--- src/rtl/slfp_pkg.sv ---
// Shared types, codes and reset constants for the sync/length/Fletcher frame parser.
`timescale 1ns / 1ps
`default_nettype none

package slfp_pkg;

    // Register indexes on the configuration port.
    localparam int unsigned CFG_IDX_W = 1;
    localparam logic [CFG_IDX_W-1:0] CFG_IDX_SYNC_FIRST  = 1'b0;
    localparam logic [CFG_IDX_W-1:0] CFG_IDX_SYNC_SECOND = 1'b1;

    // Reset values of the sync bytes: ASCII 'A' and 'q'.
    localparam logic [7:0] SYNC_FIRST_RST  = 8'd65;
    localparam logic [7:0] SYNC_SECOND_RST = 8'd113;

    // Parser phases.
    typedef enum logic [2:0] {
        PH_SYNC1 = 3'd0,
        PH_SYNC2 = 3'd1,
        PH_LEN   = 3'd2,
        PH_DATA  = 3'd3,
        PH_CHKA  = 3'd4,
        PH_CHKB  = 3'd5
    } phase_t;

    // Result event codes.
    typedef enum logic [2:0] {
        EV_NONE    = 3'd0,
        EV_PAYLOAD = 3'd1,
        EV_ACCEPT  = 3'd2,
        EV_BAD_A   = 3'd3,
        EV_BAD_B   = 3'd4
    } event_t;

    // Configured sync pattern, passed from the register file to the parser.
    typedef struct packed {
        logic [7:0] sync_first;
        logic [7:0] sync_second;
    } cfg_t;

endpackage

`default_nettype wire

--- src/rtl/slfp_cfg_regs.sv ---
// Configuration register file holding the two sync byte values.
`timescale 1ns / 1ps
`default_nettype none

module slfp_cfg_regs
(
    input  wire logic                          clk,
    input  wire logic                          rst_n,
    input  wire logic                          cfg_we,
    input  wire logic [slfp_pkg::CFG_IDX_W-1:0] cfg_index,
    input  wire logic [7:0]                    cfg_data,
    output slfp_pkg::cfg_t                     cfg
);
    import slfp_pkg::*;

    logic [7:0] sync_first_reg;
    logic [7:0] sync_second_reg;

    // Register writes, decoded by index.
    always_ff @(posedge clk or negedge rst_n)
    begin
        if (!rst_n)
        begin
            sync_first_reg  <= SYNC_FIRST_RST;
            sync_second_reg <= SYNC_SECOND_RST;
        end
        else if (cfg_we)
        begin
            unique case (cfg_index)
                CFG_IDX_SYNC_FIRST:  sync_first_reg  <= cfg_data;
                CFG_IDX_SYNC_SECOND: sync_second_reg <= cfg_data;
                default:             sync_first_reg  <= sync_first_reg;
            endcase
        end
    end

    assign cfg.sync_first  = sync_first_reg;
    assign cfg.sync_second = sync_second_reg;

endmodule

`default_nettype wire

--- src/rtl/slfp_parse_core.sv ---
// Frame parser state machine, Fletcher sums and the registered result stage.
`timescale 1ns / 1ps
`default_nettype none

module slfp_parse_core
(
    input  wire logic           clk,
    input  wire logic           rst_n,
    input  slfp_pkg::cfg_t      cfg,
    input  wire logic           item_valid,
    input  wire logic [7:0]     item_byte,
    output logic                item_ready,
    output logic                out_valid,
    input  wire logic           out_ready,
    output slfp_pkg::event_t    out_event,
    output logic [7:0]          out_byte,
    output logic [7:0]          out_index,
    output logic                out_last
);
    import slfp_pkg::*;

    phase_t     phase_reg, phase_next;
    logic [7:0] sum_a_reg, sum_a_next;
    logic [7:0] sum_b_reg, sum_b_next;
    logic [7:0] len_reg, len_next;
    logic [7:0] taken_reg, taken_next;

    logic       out_vld_reg, out_vld_next;
    event_t     ev_reg, ev_next;
    logic [7:0] pbyte_reg, pbyte_next;
    logic [7:0] pidx_reg, pidx_next;
    logic       plast_reg, plast_next;

    logic       advance;
    logic       step;
    logic [7:0] add_a;
    logic [7:0] add_b;

    // The result register moves whenever it is empty or being drained.
    assign advance    = !out_vld_reg || out_ready;
    assign item_ready = advance;
    assign step       = advance && item_valid;

    // Running Fletcher sums with the current byte folded in.
    assign add_a = sum_a_reg + item_byte;
    assign add_b = sum_b_reg + add_a;

    // Next phase, sums and result for the item at the head of the pipe.
    always_comb
    begin
        phase_next = phase_reg;
        sum_a_next = sum_a_reg;
        sum_b_next = sum_b_reg;
        len_next   = len_reg;
        taken_next = taken_reg;
        ev_next    = EV_NONE;
        pbyte_next = 8'd0;
        pidx_next  = 8'd0;
        plast_next = 1'b0;

        unique case (phase_reg)
            PH_SYNC1:
            begin
                if (item_byte == cfg.sync_first)
                begin
                    phase_next = PH_SYNC2;
                end
            end
            PH_SYNC2:
            begin
                if (item_byte == cfg.sync_second)
                begin
                    sum_a_next = 8'd0;
                    sum_b_next = 8'd0;
                    phase_next = PH_LEN;
                end
                else
                begin
                    phase_next = PH_SYNC1;
                end
            end
            PH_LEN:
            begin
                sum_a_next = add_a;
                sum_b_next = add_b;
                len_next   = item_byte;
                taken_next = 8'd0;
                phase_next = PH_DATA;
            end
            PH_DATA:
            begin
                sum_a_next = add_a;
                sum_b_next = add_b;
                ev_next    = EV_PAYLOAD;
                pbyte_next = item_byte;
                pidx_next  = taken_reg;
                taken_next = taken_reg + 8'd1;
                // A length of zero wraps the count and means 256 bytes.
                if (taken_next == len_reg)
                begin
                    plast_next = 1'b1;
                    phase_next = PH_CHKA;
                end
            end
            PH_CHKA:
            begin
                if (item_byte != sum_a_reg)
                begin
                    ev_next    = EV_BAD_A;
                    phase_next = PH_SYNC1;
                end
                else
                begin
                    phase_next = PH_CHKB;
                end
            end
            PH_CHKB:
            begin
                ev_next    = (item_byte == sum_b_reg) ? EV_ACCEPT : EV_BAD_B;
                phase_next = PH_SYNC1;
            end
            default:
            begin
                phase_next = PH_SYNC1;
            end
        endcase
    end

    // Valid flag of the result register.
    always_comb
    begin
        out_vld_next = advance ? item_valid : out_vld_reg;
    end

    // Parser state and result valid.
    always_ff @(posedge clk or negedge rst_n)
    begin
        if (!rst_n)
        begin
            phase_reg   <= PH_SYNC1;
            sum_a_reg   <= 8'd0;
            sum_b_reg   <= 8'd0;
            len_reg     <= 8'd0;
            taken_reg   <= 8'd0;
            out_vld_reg <= 1'b0;
        end
        else
        begin
            out_vld_reg <= out_vld_next;
            if (step)
            begin
                phase_reg <= phase_next;
                sum_a_reg <= sum_a_next;
                sum_b_reg <= sum_b_next;
                len_reg   <= len_next;
                taken_reg <= taken_next;
            end
        end
    end

    // Result payload, loaded with each processed item.
    always_ff @(posedge clk)
    begin
        if (step)
        begin
            ev_reg    <= ev_next;
            pbyte_reg <= pbyte_next;
            pidx_reg  <= pidx_next;
            plast_reg <= plast_next;
        end
    end

    assign out_valid = out_vld_reg;
    assign out_event = ev_reg;
    assign out_byte  = pbyte_reg;
    assign out_index = pidx_reg;
    assign out_last  = plast_reg;

endmodule

`default_nettype wire

--- src/rtl/sync_length_fletcher_frame_parser.sv ---
// An accepted byte passes through the input register and then the result register.
// The parser takes one byte per clock; the result register stalls only on out_ready low.
// Every accepted byte produces exactly one result item, event 0 when nothing happens.
// Reset (rst_n low, asynchronous) empties both registers, restores the sync bytes
// to 'A' and 'q', clears the sums and counters, and returns the parser to hunting.
`timescale 1ns / 1ps
`default_nettype none

module sync_length_fletcher_frame_parser
(
    input  wire logic                           clk,
    input  wire logic                           rst_n,
    input  wire logic                           cfg_we,
    input  wire logic [slfp_pkg::CFG_IDX_W-1:0] cfg_index,
    input  wire logic [7:0]                     cfg_data,
    input  wire logic                           in_valid,
    output logic                                in_ready,
    input  wire logic [7:0]                     rx_byte,
    output logic                                out_valid,
    input  wire logic                           out_ready,
    output logic [2:0]                          event_res,
    output logic [7:0]                          payload_byte,
    output logic [7:0]                          payload_index,
    output logic                                last_payload
);
    import slfp_pkg::*;

    cfg_t       cfg;
    logic       in_vld_reg, in_vld_next;
    logic [7:0] in_byte_reg;
    logic       item_ready;
    event_t     out_event;

    // Configuration registers.
    slfp_cfg_regs u_cfg
    (
        .clk       (clk),
        .rst_n     (rst_n),
        .cfg_we    (cfg_we),
        .cfg_index (cfg_index),
        .cfg_data  (cfg_data),
        .cfg       (cfg)
    );

    // Input register: refilled whenever it is empty or its item moves on.
    assign in_ready = !in_vld_reg || item_ready;

    always_comb
    begin
        in_vld_next = in_ready ? in_valid : in_vld_reg;
    end

    always_ff @(posedge clk or negedge rst_n)
    begin
        if (!rst_n)
        begin
            in_vld_reg <= 1'b0;
        end
        else
        begin
            in_vld_reg <= in_vld_next;
        end
    end

    always_ff @(posedge clk)
    begin
        if (in_valid && in_ready)
        begin
            in_byte_reg <= rx_byte;
        end
    end

    // Parser and result register.
    slfp_parse_core u_core
    (
        .clk        (clk),
        .rst_n      (rst_n),
        .cfg        (cfg),
        .item_valid (in_vld_reg),
        .item_byte  (in_byte_reg),
        .item_ready (item_ready),
        .out_valid  (out_valid),
        .out_ready  (out_ready),
        .out_event  (out_event),
        .out_byte   (payload_byte),
        .out_index  (payload_index),
        .out_last   (last_payload)
    );

    assign event_res = out_event;

`ifndef SYNTHESIS
    // Fields other than the event are zero unless the item carries a payload byte.
    a_zero_fields: assert property (@(posedge clk) disable iff (!rst_n)
        (out_valid && (out_event != EV_PAYLOAD)) |->
            (payload_byte == 8'd0 && payload_index == 8'd0 && !last_payload))
        else $error("non-payload result carries payload fields");

    // The input side stalls only while it holds an item the parser cannot take.
    a_stall_cause: assert property (@(posedge clk) disable iff (!rst_n)
        !in_ready |-> (in_vld_reg && out_valid && !out_ready))
        else $error("input stalled without a blocked result");

    // A result appears only for an item that sat in the input register.
    a_result_source: assert property (@(posedge clk) disable iff (!rst_n)
        $rose(out_valid) |-> $past(in_vld_reg))
        else $error("result raised without a buffered item");
`endif

endmodule

`default_nettype wire
--- config.mk ---
export PLATFORM = sky130hd
export DESIGN_NAME = sync_length_fletcher_frame_parser
export DESIGN_NICKNAME = d
export VERILOG_FILES = /design/src/rtl/slfp_pkg.sv /design/src/rtl/slfp_cfg_regs.sv /design/src/rtl/slfp_parse_core.sv /design/src/rtl/sync_length_fletcher_frame_parser.sv
export SDC_FILE = /design/constraint.sdc
export NUM_CORES = 1
export LEC_CHECK = 0
export BUFFER_PORTS_ARGS = -buffer_cell sky130_fd_sc_hd__buf_2
export CORE_MARGIN = 3
export CORE_UTILIZATION = 53
export DETAILED_ROUTE_END_ITERATION = 8
export PLACE_DENSITY_LB_ADDON = 0.25
export RECOVER_POWER = 25
export SLEW_MARGIN = 20
export SYNTH_ARGS = -nofsm -noshare
export SYNTH_HDL_FRONTEND = slang
export SYNTH_HIERARCHICAL = 1
export SYNTH_SLANG_ARGS = --single-unit
--- constraint.sdc ---
create_clock -name clk -period 2.83 [get_ports clk]
set_input_delay 0.4245 -clock clk [delete_from_list [all_inputs] [get_ports clk]]
set_output_delay 0.4245 -clock clk [all_outputs]
set_load 0.01 [all_outputs]
Word-level counts from Yosys, hierarchy flattened
Cells that the tools add are included.

Bitwise logic cells: 1. Add/subtract/negate cells: 3. Equal/unequal tests: 13. Reductions and logical operators: 16. Muxes and demuxes: 13.

Operator list (count): 8-bit case mux with 2 select lines (3); 8-bit == test (4); 8-bit adder (2); 3-bit case mux with 5 select lines (1); 3-bit two-way mux (4); 3-bit case mux with 3 select lines (1); 8-bit by 1-bit adder with 8-bit output (second input constant) (1); 8-bit two-way mux (1); 8-bit inequality test (1); 2-bit AND reduction (4); 3-bit by 2-bit == test with 1-bit output (second input constant) (2); 3-bit == test (second input constant) (2); 2-bit by 1-bit inequality test with 1-bit output (second input constant) (3); 3-bit AND reduction (2); 2-bit two-way mux (2); 2-bit nonzero test (2); 3-bit by 1-bit == test with 1-bit output (second input constant) (1); 3-bit logical NOT (1); 1-bit logical AND (2); 1-bit logical NOT (2); 1-bit logical OR (2); 2-bit OR reduction (1); 1-bit two-way mux (1); 1-bit inverter (1).

Logic and storage cells: 60. Output and inout bits: 22. Flip-flop bits (word level): 81.

Logic depth before layout (Yosys ltp)
Depth after elaboration: 4. Depth in mapped cells: 14. Mapped depth without buffers: 14.

By module
Netlist, hierarchy kept.

Modules (own cells, without submodules): slfp_parse_core (area each 3402.0 µm², cells an instance 334, times used 1); slfp_cfg_regs (area each 649.4 µm², cells an instance 35, times used 1); sync_length_fletcher_frame_parser (area each 294.0 µm², cells an instance 12, times used 1).

Worst setup path before layout
OpenSTA, ideal clock, no wires.

Path type: flip-flop to flip-flop. Start: reg in_byte_reg[0]. End: reg u_core.sum_b_reg[7]. Period minus slack after synthesis: 3104 ps. Setup time: 78 ps. Arrival time: 3026 ps. Path slack: -274 ps. Cell stages (with the launch flop): 14. Buffers on the path: 0. Cells stage by stage: edfxtp_1 > ha_1 > fa_1 > a21o_1 > a21oi_1 > o21bai_1 > a21oi_1 > xnor2_1 > ha_1 > nor3_1 > o21a_1 > or4_4 > a211oi_2 > o21bai_1.

Longest elaborated chain between the ends: 3. Elaborated cells between the ends (all ways): 6. Those cells by class: 2 x add/sub; 2 x eq/ne; 1 x mux; 1 x reduce/logical.

RTL lines: from (decl) (RTL line sync_length_fletcher_frame_parser.sv:30) `logic [7:0] in_byte_reg;`; from (signal assigned) (RTL line sync_length_fletcher_frame_parser.sv:69) `in_byte_reg <= rx_byte;`; 8-bit adder or 8-bit == test (tied branches) (RTL line slfp_parse_core.sv:45, slfp_parse_core.sv:71); 8-bit adder or 2-bit by 1-bit inequality test with 1-bit output (tied branches); 8-bit case mux with 2 select lines or 3-bit AND reduction (tied branches); to (signal assigned) (RTL line slfp_parse_core.sv:154) `sum_b_reg <= sum_b_next;`; to (decl) (RTL line slfp_parse_core.sv:24) `logic [7:0] sum_b_reg, sum_b_next;`.

Parallel ways exist; a longest one is shown, timed or not. A chain may end at the register's enable or synchronous reset.

Worst setup path after layout
Same ends and word-level chain as after synthesis.

==> metrics.md <==
| Metric | Value |
|---|---|
| Area overhead of the layout relative to synthesis | 17.5% |
| Source of the worst register-to-register timing path | in_byte_reg[0] |
| Number of antenna repair diodes | 0 |
| Remaining number of nets flagged by the antenna check after routing | 0 |
| Critical path data required time | 3.11 ns |
| Crit. End Element | flop |
| Worst Hold End | in_byte_reg[1] |
| Fraction of layout cells with a size suffix above 1 | 31.1% |
| Initial Utilization | 55.4% |
| Buffer levels on the longest clock path | 2 |
| Core footprint | 7850 um2 |
| Power per Cell Area | 1080 nW/um2 |
| Antenna violations before repair | 0 |
| Full die area | 9320 um2 |
| Average size of a mapped cell | 11.4 um2 |
| Final Hold Vio Count | 0 |
| CP max stage cell | sky130_fd_sc_hd__or4_4 |
| Time the worst path needs with I/O delays and setup | 3.03 ns |
| Total of flip-flops plus latches after synthesis | 81 |
| Share of the clock period used by the worst path after layout | 107% |
| List of cells traversed by the critical path | ha_2 > fa_2 > a21o_1 > a21oi_2 > o21bai_1 > a21oi_1 > xnor2_1 > ha_2 > nor3_2 > o21a_1 > or4_4 > a211oi_2 > o21bai_1 |
| R2r setup slk | -0.20 ns |
| Routed WL per cell | 17.4 um |
| CTS tree | yes |
| Total negative slack | -0.330 ns |
| Routability congestion estimate | 0.926 |
| Worst IR Drop VDD | 0.759 mV |
| Dominant cells by area after synthesis | sky130_fd_sc_hd__dfrtp_1 (27%), sky130_fd_sc_hd__edfxtp_1 (19%), sky130_fd_sc_hd__mux2_2 (4.7%) |
| Number of cells traversed by the worst register-to-register path | 13 |
| Number of instances on the worst hold path | 1 |
| Yosys synthesis warning count | 6 |
| Start point of the worst hold path | rx_byte[1] |
| Die Y | 96.5 um |
| Violation count after the first detailed-route iteration | 222 |
| Clock-pin slew reported for the worst setup and hold paths after clock tree synthesis | 0.09 ns |
| Max-slew violation total from the final report | 0 |
| Flip-flop cell with the highest count after synthesis | sky130_fd_sc_hd__dfrtp_1 |
| TritonCTS Sinks | 81 |
| Peak per-stage delay on the critical path | 0.49 ns |
| Endpoint of the most critical register-to-register path | u_core/sum_b_reg[7] |
| Top-level I/O count | 44 |
| Number of distinct library cell variants in the gate-level netlist after synthesis | 60 |
| Number of global-route vias before repair | 3194 |
| Tot GR Track Use | 23.1% |
| Maximum number of pins on one net before global-route repair | 37 |
| Wire length of the first global-routing pass | 16100 um |
| Part of the Yosys area used for sequential elements | 50.0% |
| Clock buffer count from CTS | 9 |
| Number of nets in the synthesized netlist | 420 |
| Drt first pass iters | 5 |
| Post-layout net count | 484 |
| Top-area cell type share of the netlist area | 27.1% |
| Leakage | 2.20 nW |
| Category of the critical setup timing path | reg2reg |
| Cell type with the highest aggregate area in the netlist | sky130_fd_sc_hd__dfrtp_1 |
| Cell row count | 32 |
| Combined area of all synthesized cells | 4350 um2 |
| Clock latency of the later-clocked register in the worst-skew pair | 0.35 ns |
| Min-Delay Path Class | in2reg |
| Worst-margin pin slew | 1.44 ns |
| Vias per cell | 5.68 |
| Status | finished, violations left |
| Achievable frequency | 0.330 GHz |
| Routed wire length | 9600 um |
| Port Buf Inserts | 43 |
| Fin area | 5100 um2 |
| Post-detailed-placement half-perimeter wirelength | 6880 um |
| H-tree levels | 3 |
| Post-synth EDFFs | 28 |
| Critical path peak fanout | 3 |
| Post-synth ARST share | 65.4% |
| Failing checks | setup timing |
| Maximum capacitance violations | 0 |
| Die boundary width | 96.5 um |
| Cells after synthesis | 381 |
| Clock skew | 0.0139 ns |
| Setup repair after global routing missed its margin | yes |
| Worst slew margin relative to its limit | 4.04% |
| Instance area at placement | 4790 um2 |
| Total vias in the final route | 3138 |
| Minimum setup slack in the final design | -0.204 ns |
| Data arrival time of the critical path | 3.31 ns |
| # DRC | 0 |
| Remaining global-route overflow | 0 |
| CP Launch Type | flop |
| Root Buffer Master | sky130_fd_sc_hd__clkbuf_8 |
| Final setup vio count | 2 |
[area by class of cell]
cell class              count  area [um2]
fillers                   624        2740
clock buffers              11         141
multi-input cells         270        2130
repair buffers             71         424
well taps                 102         128
flip-flops and latches     81        2170
clock inverters             5        62.6
inverters                  12        45.0
[cell usage in the layout (no fill, tap or decap), types with 3 or more instances in the layout]
cell type	netlist	routed
sky130_fd_sc_hd__a211oi_1	4	4
sky130_fd_sc_hd__a21o_1	5	5
sky130_fd_sc_hd__a21oi_1	7	6
sky130_fd_sc_hd__a22o_1	10	10
sky130_fd_sc_hd__and2_1	3	3
sky130_fd_sc_hd__and3_1	20	20
sky130_fd_sc_hd__buf_2	2	42
sky130_fd_sc_hd__buf_4	2	26
sky130_fd_sc_hd__clkbuf_1	13	3
sky130_fd_sc_hd__clkbuf_8	0	10
sky130_fd_sc_hd__dfrtp_1	47	47
sky130_fd_sc_hd__dfstp_2	6	6
sky130_fd_sc_hd__edfxtp_1	28	28
sky130_fd_sc_hd__ha_1	15	12
sky130_fd_sc_hd__inv_1	12	12
sky130_fd_sc_hd__mux2_2	18	18
sky130_fd_sc_hd__mux2_4	8	8
sky130_fd_sc_hd__nand2_1	24	24
sky130_fd_sc_hd__nand2b_1	6	6
sky130_fd_sc_hd__nand3_1	11	11
sky130_fd_sc_hd__nor2_1	19	19
sky130_fd_sc_hd__nor3_1	9	8
sky130_fd_sc_hd__nor4_1	6	6
sky130_fd_sc_hd__o21a_1	3	3
sky130_fd_sc_hd__o21ai_0	17	15
sky130_fd_sc_hd__or3_1	3	3
sky130_fd_sc_hd__xnor2_1	18	17
sky130_fd_sc_hd__xor2_1	22	21
[power by group]
| group | switching [mW] | internal [mW] | total, mW |
|---|---|---|---|
| registers | 0.317 | 1.58 | 1.90 |
| logic | 1.35 | 1.41 | 2.76 |
| clock network | 0.421 | 0.437 | 0.857 |
| total | 2.09 | 3.43 | 5.51 |
[cell families (layout without fill, tap and decap cells)]
| group | Yosys count | after routing | synth area share [%] |
|---|---|---|---|
| AOI/OAI and AO/OA | 68 | 68 | 11.1 |
| DFF | 81 | 81 | 50.0 |
| buffers and inverters | 30 | 99 | 2.99 |
| and+or+nand+nor | 118 | 118 | 14.9 |
| xor gates and xnor gates | 40 | 40 | 8.06 |
| adders and majority gates | 17 | 17 | 5.24 |
| muxes | 27 | 27 | 7.66 |
[how the worst max path moves through the flow]
stage | start | cells after the start | to
after floorplan | in_byte_reg[0] | 13 | u_core/sum_b_reg[7]
after global placement | in_byte_reg[0] | 14 | u_core/sum_b_reg[7]
after detailed placement | in_byte_reg[0] | 13 | u_core/sum_b_reg[7]
after CTS | in_byte_reg[0] | 14 | u_core/sum_b_reg[7]
after global routing | in_byte_reg[0] | 14 | u_core/sum_b_reg[7]
final | in_byte_reg[0] | 13 | u_core/sum_b_reg[7]
[synth_stat cells, types with 5 or more instances]
master / instances
sky130_fd_sc_hd__dfrtp_1: 47
sky130_fd_sc_hd__nand3_1: 11
sky130_fd_sc_hd__xnor2_1: 18
sky130_fd_sc_hd__clkbuf_1: 13
sky130_fd_sc_hd__edfxtp_1: 28
sky130_fd_sc_hd__ha_1: 15
sky130_fd_sc_hd__inv_1: 12
sky130_fd_sc_hd__a22o_1: 10
sky130_fd_sc_hd__xor2_1: 22
sky130_fd_sc_hd__nor3_1: 9
sky130_fd_sc_hd__nor2_1: 19
sky130_fd_sc_hd__nand2b_1: 6
sky130_fd_sc_hd__nand2_1: 24
sky130_fd_sc_hd__a21o_1: 5
sky130_fd_sc_hd__and3_1: 20
sky130_fd_sc_hd__a21oi_1: 7
sky130_fd_sc_hd__o21ai_0: 17
sky130_fd_sc_hd__mux2_2: 18
sky130_fd_sc_hd__dfstp_2: 6
sky130_fd_sc_hd__nor4_1: 6
sky130_fd_sc_hd__mux2_4: 8
[routing by layer]
metal / global-route usage, % / wire length, um / vias up
met5: 0 / 0 / -
met4: 7.36 / 203 / 0
met3: 5.81 / 513 / 17
met2: 39.5 / 4820 / 84
met1: 28.8 / 4070 / 1528
li1: - / - / 1509
[metrics by stage]
| stage | util, % | worst slack [ns] | power (mW) | cells | hold WS (ns) |
|---|---|---|---|---|---|
| detailed placement | 61.0 | -0.156 | 4.31 | 531 | 0.467 |
| global placement | 61.0 | -0.0790 | 4.20 | 531 | 0.463 |
| CTS | 63.9 | -0.146 | 5.24 | 549 | 0.0867 |
| finish | 65.1 | -0.204 | 5.51 | 552 | 0.238 |
| global route | 65.1 | -0.348 | 5.98 | 552 | 0.215 |
| floorplan | - | -0.113 | 3.70 | 381 | 0.129 |
[worst max-delay path: cells and delay by family, from the launching register on]
kind	cells	cell delay [ns]
simple gates	2	0.54
compound gates	7	1.04
flops	1	0.41
xor+xnor	1	0.18
fa+ha+maj	3	0.80
[timing repair]
item | 4_1_cts | 5_1_grt
buffers inserted | 2 | 3
hold buffers | 0 | 0
pin swaps | 1 | 9
endpoints found under the setup margin | 2 | 2
gates resized for setup | 3 | 11
(Power assumes the default switching activity.)
